--- config.mk ---
export PLATFORM = sky130hd
export DESIGN_NAME = coarse_to_fine_empty_sector_search_core
export DESIGN_NICKNAME = d
export VERILOG_FILES = /design/src/design/ctfs_pkg.sv /design/src/design/ctfs_step.sv /design/src/design/coarse_to_fine_empty_sector_search_core.sv
export SDC_FILE = /design/constraint.sdc
export NUM_CORES = 1
export LEC_CHECK = 0
export ABC_CLOCK_PERIOD_IN_PS = 6200
export BUFFER_PORTS_ARGS = -buffer_cell sky130_fd_sc_hd__buf_2
export CORE_ASPECT_RATIO = 0.5
export CORE_UTILIZATION = 40
export CTS_CLUSTER_DIAMETER = 120
export DETAILED_ROUTE_END_ITERATION = 16
export GPL_TIMING_DRIVEN = 0
export PLACE_DENSITY = 0.52
export SKIP_CTS_REPAIR_TIMING = 1
export SLEW_MARGIN = 20
export SYNTH_ARGS = -nofsm -noshare
export SYNTH_HDL_FRONTEND = slang
export SYNTH_HIERARCHICAL = 1
export SYNTH_SLANG_ARGS = --single-unit
export TNS_END_PERCENT = 100
--- constraint.sdc ---
create_clock -name i_clk -period 6.2 [get_ports i_clk]
set_clock_uncertainty 0.05 [all_clocks]
set_input_delay 1.55 -clock i_clk [delete_from_list [all_inputs] [get_ports i_clk]]
set_output_delay 1.55 -clock i_clk [all_outputs]
set_load 0.1 [all_outputs]
--- src/design/ctfs_pkg.sv ---
package ctfs_pkg;

    localparam int unsigned AddrW   = 33;
    localparam int unsigned SectorW = 32;
    localparam int unsigned PhaseW  = 3;
    localparam int unsigned CfgIdxW = 1;

    localparam logic [PhaseW-1:0] LAST_PHASE = 3'd5;

    // configuration register indexes
    localparam logic [CfgIdxW-1:0] CFG_AREA_START  = 1'b0;
    localparam logic [CfgIdxW-1:0] CFG_AREA_LENGTH = 1'b1;

    // input command codes
    localparam logic CMD_START    = 1'b0;
    localparam logic CMD_RESPONSE = 1'b1;

    typedef enum logic [1:0] {
        KIND_READ  = 2'd0,
        KIND_FOUND = 2'd1,
        KIND_NONE  = 2'd2
    } t_kind;

    typedef struct packed {
        logic              searching;
        logic [PhaseW-1:0] phase;
        logic [AddrW-1:0]  base;
        logic [AddrW-1:0]  probe;
        logic [AddrW-1:0]  end_addr;
    } t_search_state;

    typedef struct packed {
        logic               valid;
        t_kind              kind;
        logic [SectorW-1:0] addr;
    } t_result;

    function automatic logic [AddrW-1:0] stride_of(input logic [PhaseW-1:0] phase);
        logic [AddrW-1:0] s;
        case (phase)
            3'd0:    s = 33'd204800;
            3'd1:    s = 33'd20480;
            3'd2:    s = 33'd2048;
            3'd3:    s = 33'd204;
            3'd4:    s = 33'd20;
            default: s = 33'd1;
        endcase
        return s;
    endfunction

endpackage

--- src/design/ctfs_step.sv ---
module ctfs_step (
    input  ctfs_pkg::t_search_state      i_state,
    input  logic [ctfs_pkg::SectorW-1:0] i_area_start,
    input  logic [ctfs_pkg::SectorW-1:0] i_area_length,
    input  logic                         i_command,
    input  logic [7:0]                   i_hdr0,
    input  logic [7:0]                   i_hdr1,
    output ctfs_pkg::t_search_state      o_state,
    output ctfs_pkg::t_result            o_result
);

    logic [ctfs_pkg::PhaseW-1:0] phase;
    logic                        last;
    logic [ctfs_pkg::AddrW-1:0]  stride;
    logic [ctfs_pkg::AddrW-1:0]  start_ext;
    logic [ctfs_pkg::AddrW-1:0]  end_new;
    logic [ctfs_pkg::AddrW-1:0]  step_up;
    logic [ctfs_pkg::AddrW-1:0]  step_back;
    logic                        empty;

    assign phase     = (i_state.phase > ctfs_pkg::LAST_PHASE) ? ctfs_pkg::LAST_PHASE
                                                              : i_state.phase;
    assign last      = (phase == ctfs_pkg::LAST_PHASE);
    assign stride    = ctfs_pkg::stride_of(phase);
    assign start_ext = {1'b0, i_area_start};
    assign end_new   = start_ext + {10'd0, i_area_length[ctfs_pkg::SectorW-1:9]};
    assign step_up   = i_state.probe + stride;
    assign step_back = i_state.probe - stride;
    assign empty     = (i_hdr0 == 8'd0) && (i_hdr1 == 8'd0);

    always_comb begin
        o_state         = i_state;
        o_result.valid  = 1'b0;
        o_result.kind   = ctfs_pkg::KIND_READ;
        o_result.addr   = '0;
        if (i_command == ctfs_pkg::CMD_START) begin
            o_state.end_addr = end_new;
            o_state.phase    = '0;
            o_state.base     = start_ext;
            o_state.probe    = start_ext;
            o_result.valid   = 1'b1;
            if (start_ext >= end_new) begin
                o_state.searching = 1'b0;
                o_result.kind     = ctfs_pkg::KIND_NONE;
            end else begin
                o_state.searching = 1'b1;
                o_result.addr     = i_area_start;
            end
        end else if (i_state.searching) begin
            o_state.phase  = phase;
            o_result.valid = 1'b1;
            if (empty) begin
                if ((i_state.probe == i_state.base) || last) begin
                    o_state.searching = 1'b0;
                    o_result.kind     = ctfs_pkg::KIND_FOUND;
                    o_result.addr     = i_state.probe[ctfs_pkg::SectorW-1:0];
                end else begin
                    // hit past the first probe: back off one stride, refine
                    o_state.base  = step_back;
                    o_state.probe = step_back;
                    o_state.phase = phase + 3'd1;
                    o_result.addr = step_back[ctfs_pkg::SectorW-1:0];
                end
            end else begin
                o_state.probe = step_up;
                if (step_up < i_state.end_addr) begin
                    o_result.addr = step_up[ctfs_pkg::SectorW-1:0];
                end else if (last) begin
                    o_state.searching = 1'b0;
                    o_result.kind     = ctfs_pkg::KIND_NONE;
                end else begin
                    // ran off the end: next phase restarts from the same base
                    o_state.phase = phase + 3'd1;
                    o_state.probe = i_state.base;
                    o_result.addr = i_state.base[ctfs_pkg::SectorW-1:0];
                end
            end
        end
    end

endmodule

--- src/design/coarse_to_fine_empty_sector_search_core.sv ---
// Channel   Valid        Ready        Word
// input     i_in_valid   o_in_ready   i_command, i_header_first_byte, i_header_second_byte
// output    o_out_valid  i_out_ready  o_result_kind, o_sector_address
// config    i_cfg_we     (none)       i_cfg_idx, i_cfg_wdata
//
// Words pass through the input register, then one compare/stride add into the
// result register. One word is taken every cycle unless the output stalls; the
// state update shares the result register's stage, so consecutive words see fresh state.
// Reset is synchronous, active low, and clears control state and config.
// A stalled output holds the input register; a response while idle gives no word.
module coarse_to_fine_empty_sector_search_core (
    input  logic                         i_clk,
    input  logic                         i_rst_n,
    input  logic                         i_cfg_we,
    input  logic [ctfs_pkg::CfgIdxW-1:0] i_cfg_idx,
    input  logic [ctfs_pkg::SectorW-1:0] i_cfg_wdata,
    input  logic                         i_in_valid,
    output logic                         o_in_ready,
    input  logic                         i_command,
    input  logic [7:0]                   i_header_first_byte,
    input  logic [7:0]                   i_header_second_byte,
    output logic                         o_out_valid,
    input  logic                         i_out_ready,
    output logic [1:0]                   o_result_kind,
    output logic [ctfs_pkg::SectorW-1:0] o_sector_address
);

    logic [ctfs_pkg::SectorW-1:0] r_area_start;
    logic [ctfs_pkg::SectorW-1:0] r_area_length;

    logic                         r_in_valid;
    logic                         r_command;
    logic [7:0]                   r_hdr0;
    logic [7:0]                   r_hdr1;

    ctfs_pkg::t_search_state      r_state;
    ctfs_pkg::t_search_state      n_state;
    ctfs_pkg::t_result            n_result;

    logic                         r_out_valid;
    ctfs_pkg::t_kind              r_kind;
    logic [ctfs_pkg::SectorW-1:0] r_addr;

    logic                         advance;

    assign advance    = !r_out_valid || i_out_ready;
    assign o_in_ready = !r_in_valid || advance;

    always_ff @(posedge i_clk) begin
        if (!i_rst_n) begin
            r_area_start  <= '0;
            r_area_length <= '0;
        end else if (i_cfg_we) begin
            case (i_cfg_idx)
                ctfs_pkg::CFG_AREA_START:  r_area_start  <= i_cfg_wdata;
                ctfs_pkg::CFG_AREA_LENGTH: r_area_length <= i_cfg_wdata;
                default: ;
            endcase
        end
    end

    always_ff @(posedge i_clk) begin
        if (!i_rst_n) begin
            r_in_valid <= 1'b0;
        end else if (o_in_ready) begin
            r_in_valid <= i_in_valid;
        end
    end

    always_ff @(posedge i_clk) begin
        if (o_in_ready && i_in_valid) begin
            r_command <= i_command;
            r_hdr0    <= i_header_first_byte;
            r_hdr1    <= i_header_second_byte;
        end
    end

    ctfs_step u_step (
        .i_state       (r_state),
        .i_area_start  (r_area_start),
        .i_area_length (r_area_length),
        .i_command     (r_command),
        .i_hdr0        (r_hdr0),
        .i_hdr1        (r_hdr1),
        .o_state       (n_state),
        .o_result      (n_result)
    );

    always_ff @(posedge i_clk) begin
        if (!i_rst_n) begin
            r_state <= '0;
        end else if (advance && r_in_valid) begin
            r_state <= n_state;
        end
    end

    always_ff @(posedge i_clk) begin
        if (!i_rst_n) begin
            r_out_valid <= 1'b0;
        end else if (advance) begin
            r_out_valid <= r_in_valid && n_result.valid;
        end
    end

    always_ff @(posedge i_clk) begin
        if (advance && r_in_valid && n_result.valid) begin
            r_kind <= n_result.kind;
            r_addr <= n_result.addr;
        end
    end

    assign o_out_valid      = r_out_valid;
    assign o_result_kind    = r_kind;
    assign o_sector_address = r_addr;

endmodule

==> reports/results.ini <==
[critical_path]
timing.rr.start=r_state[100]
startpoint_type=register
cp_slowest_cell=a311o_2
path_delay_family=compound AO/OA/AOI/OAI gates
r2r_end=o_sector_address[15]
worst-r2r-cell-count=23
slowest_delay_ps=440
cp-end-kind=register
crit_type=register to register
r2r_slack_ps=50
path_buf_inv=4
path_max_fanout=10
worstPathRequired_ps=6440
path_cells=nor2_1 -> nand2_2 -> ha_1 -> buf_2 -> nor2_2 -> nand3_1 -> or3_1 -> a211o_1 -> a311o_2 -> a21oi_2 -> xor2_2 -> ha_1 -> a21o_1 -> a21o_1 -> a21oi_1 -> o21ai_0 -> a221o_2 -> a21oi_4 -> buf_12 -> buf_6 -> clkbuf_4 -> a211oi_1 -> o32ai_1
cp.arrival_ps=6390

[yosys]
syn_inst=2147
syn-num-nets=2314
yosys_warnings=6
avgSynthCellArea_um2=7.83
synth_area_um2=16800

[placement]
dpl_cell_area_um2=18000
gp_congestion=1.02
hpwl_um=54800
port_buffers=89

[cells_and_area]
final_util=0.475
drive_gt1_frac=0.134
finalInstanceArea_um2=19400
nNetsFinal=2454
layout_common_cells=486 x nand2_1, 157 x dfxtp_1, 128 x mux2i_1
area_delta_synth_final_pct=15.5
layout_commonest_cell=nand2_1

[power_and_ir_drop]
power_mw=4.23
powerDensity_nw_per_um2=218
worst_ir_drop_vdd_uv=200
power.leakage_nw=7.58

[min_path]
holdPathEnd=r_state[60]
hp-class=register to register
min_from=r_state[60]
whs_path_depth=2

[global_routing]
grt_use_total=0.329
antenna_found_initial=4
grt-ovfl-total=0
grt_pass1_wl_um=104000
grt_pass1_vias=15600
grt_max_degree=25

[clocking]
cts_made_buffers=23
clkSinkCount=211
path_clk_slew_ps=70
cts.root.buffer_cell=clkbuf_16
cts_tree=done
cts_buffer_depth=3
clk_latency_ps=570
cts_max_level=1

[detailed_routing]
drtAntennaViolNets=0
viasPerCell=6.01
wl_per_cell_um=25.7
vias=17100
totalWireLength_um=73000
drt_iter0_markers=2141
drc=0
first_pass_iters=6

[floorplanning]
die_h_um=147
num_io_pins=91
coreArea_um2=40900
die_x_um=292
num_rows=52
die-area_um2=42900
start_util=0.411

[status]
outcome=finished, final reports clean

[timing]
setup_viol=0
maxSlewViolCount=0
period_share=0.992
fmax_mhz=163
holdWs_ps=407
period_needed_ps=6150
hold_viol_final=0
tightest_slew_ps=1290
slew-limit-headroom=0.142

[job]
drv_cap=0

[final cells by class]
| class | instances | area, um2 |
|---|---|---|
| fill | 4160 | 21500 |
| multi-input combinational | 1710 | 11500 |
| sequential | 211 | 4750 |
| buffer | 147 | 761 |
| timing repair buffer | 118 | 729 |
| tap | 540 | 676 |
| clock buffer | 31 | 616 |
| inverter | 76 | 289 |
| clock inverter | 10 | 138 |
| antenna | 2 | 5.00 |
[per-stage QoR]
stage	worst slack, ps	instances	setup TNS, ps
5_1_grt	-83.7	2843	-773
6_report	46.7	2845	0
3_5_place_dp	-2950	2777	-168460
4_1_cts	-2980	2818	-170920
3_3_place_gp	-2940	2776	-170920
2_1_floorplan	589	2147	0
[worst max-delay path by stage]
stage | start | to | slack (ps) | cells past startpoint
floorplan | r_state[99] | r_state[65] | 590 | 25
global placement | r_state[99] | o_sector_address[11] | -2940 | 23
detailed placement | r_state[99] | o_sector_address[11] | -2950 | 23
CTS | r_state[99] | o_sector_address[11] | -2980 | 23
global route | r_state[100] | o_sector_address[24] | -80 | 26
finish | r_state[100] | o_sector_address[15] | 50 | 23
[state kept, by name, indices dropped and copies added, names as in the netlist]
name,count
r_state,103
r_in_valid,1
r_hdr1,8
r_hdr0,8
o_sector_address,32
o_result_kind,2
o_out_valid,1
r_area_length,23
r_command,1
r_area_start,32
[routing by layer]
metal / GRT usage / vias up / wire (um)
met5: 0 / - / 0
met4: 0.0824 / 0 / 1650
met3: 0.131 / 128 / 10000
met2: 0.444 / 957 / 27900
met1: 0.477 / 8150 / 33400
li1: - / 7875 / -
[worst reg2reg max path, stage by stage (launching register included)]
cell and delay (ps):
dfxtp_4 380, nor2_1 190, nand2_2 180, ha_1 310
buf_2 180, nor2_2 180, nand3_1 150, or3_1 430
a211o_1 330, a311o_2 440, a21oi_2 220, xor2_2 290
ha_1 310, a21o_1 170, a21o_1 170, a21oi_1 140
o21ai_0 110, a221o_2 410, a21oi_4 150, buf_12 150
buf_6 180, clkbuf_4 310, a211oi_1 130, o32ai_1 320
[where the power goes]
| group | internal [mW] | switching (mW) |
|---|---|---|
| combinational | 0.393 | 0.857 |
| sequential | 1.45 | 0.0501 |
| clock | 0.825 | 0.649 |
Power figures use the tool's default switching activity.
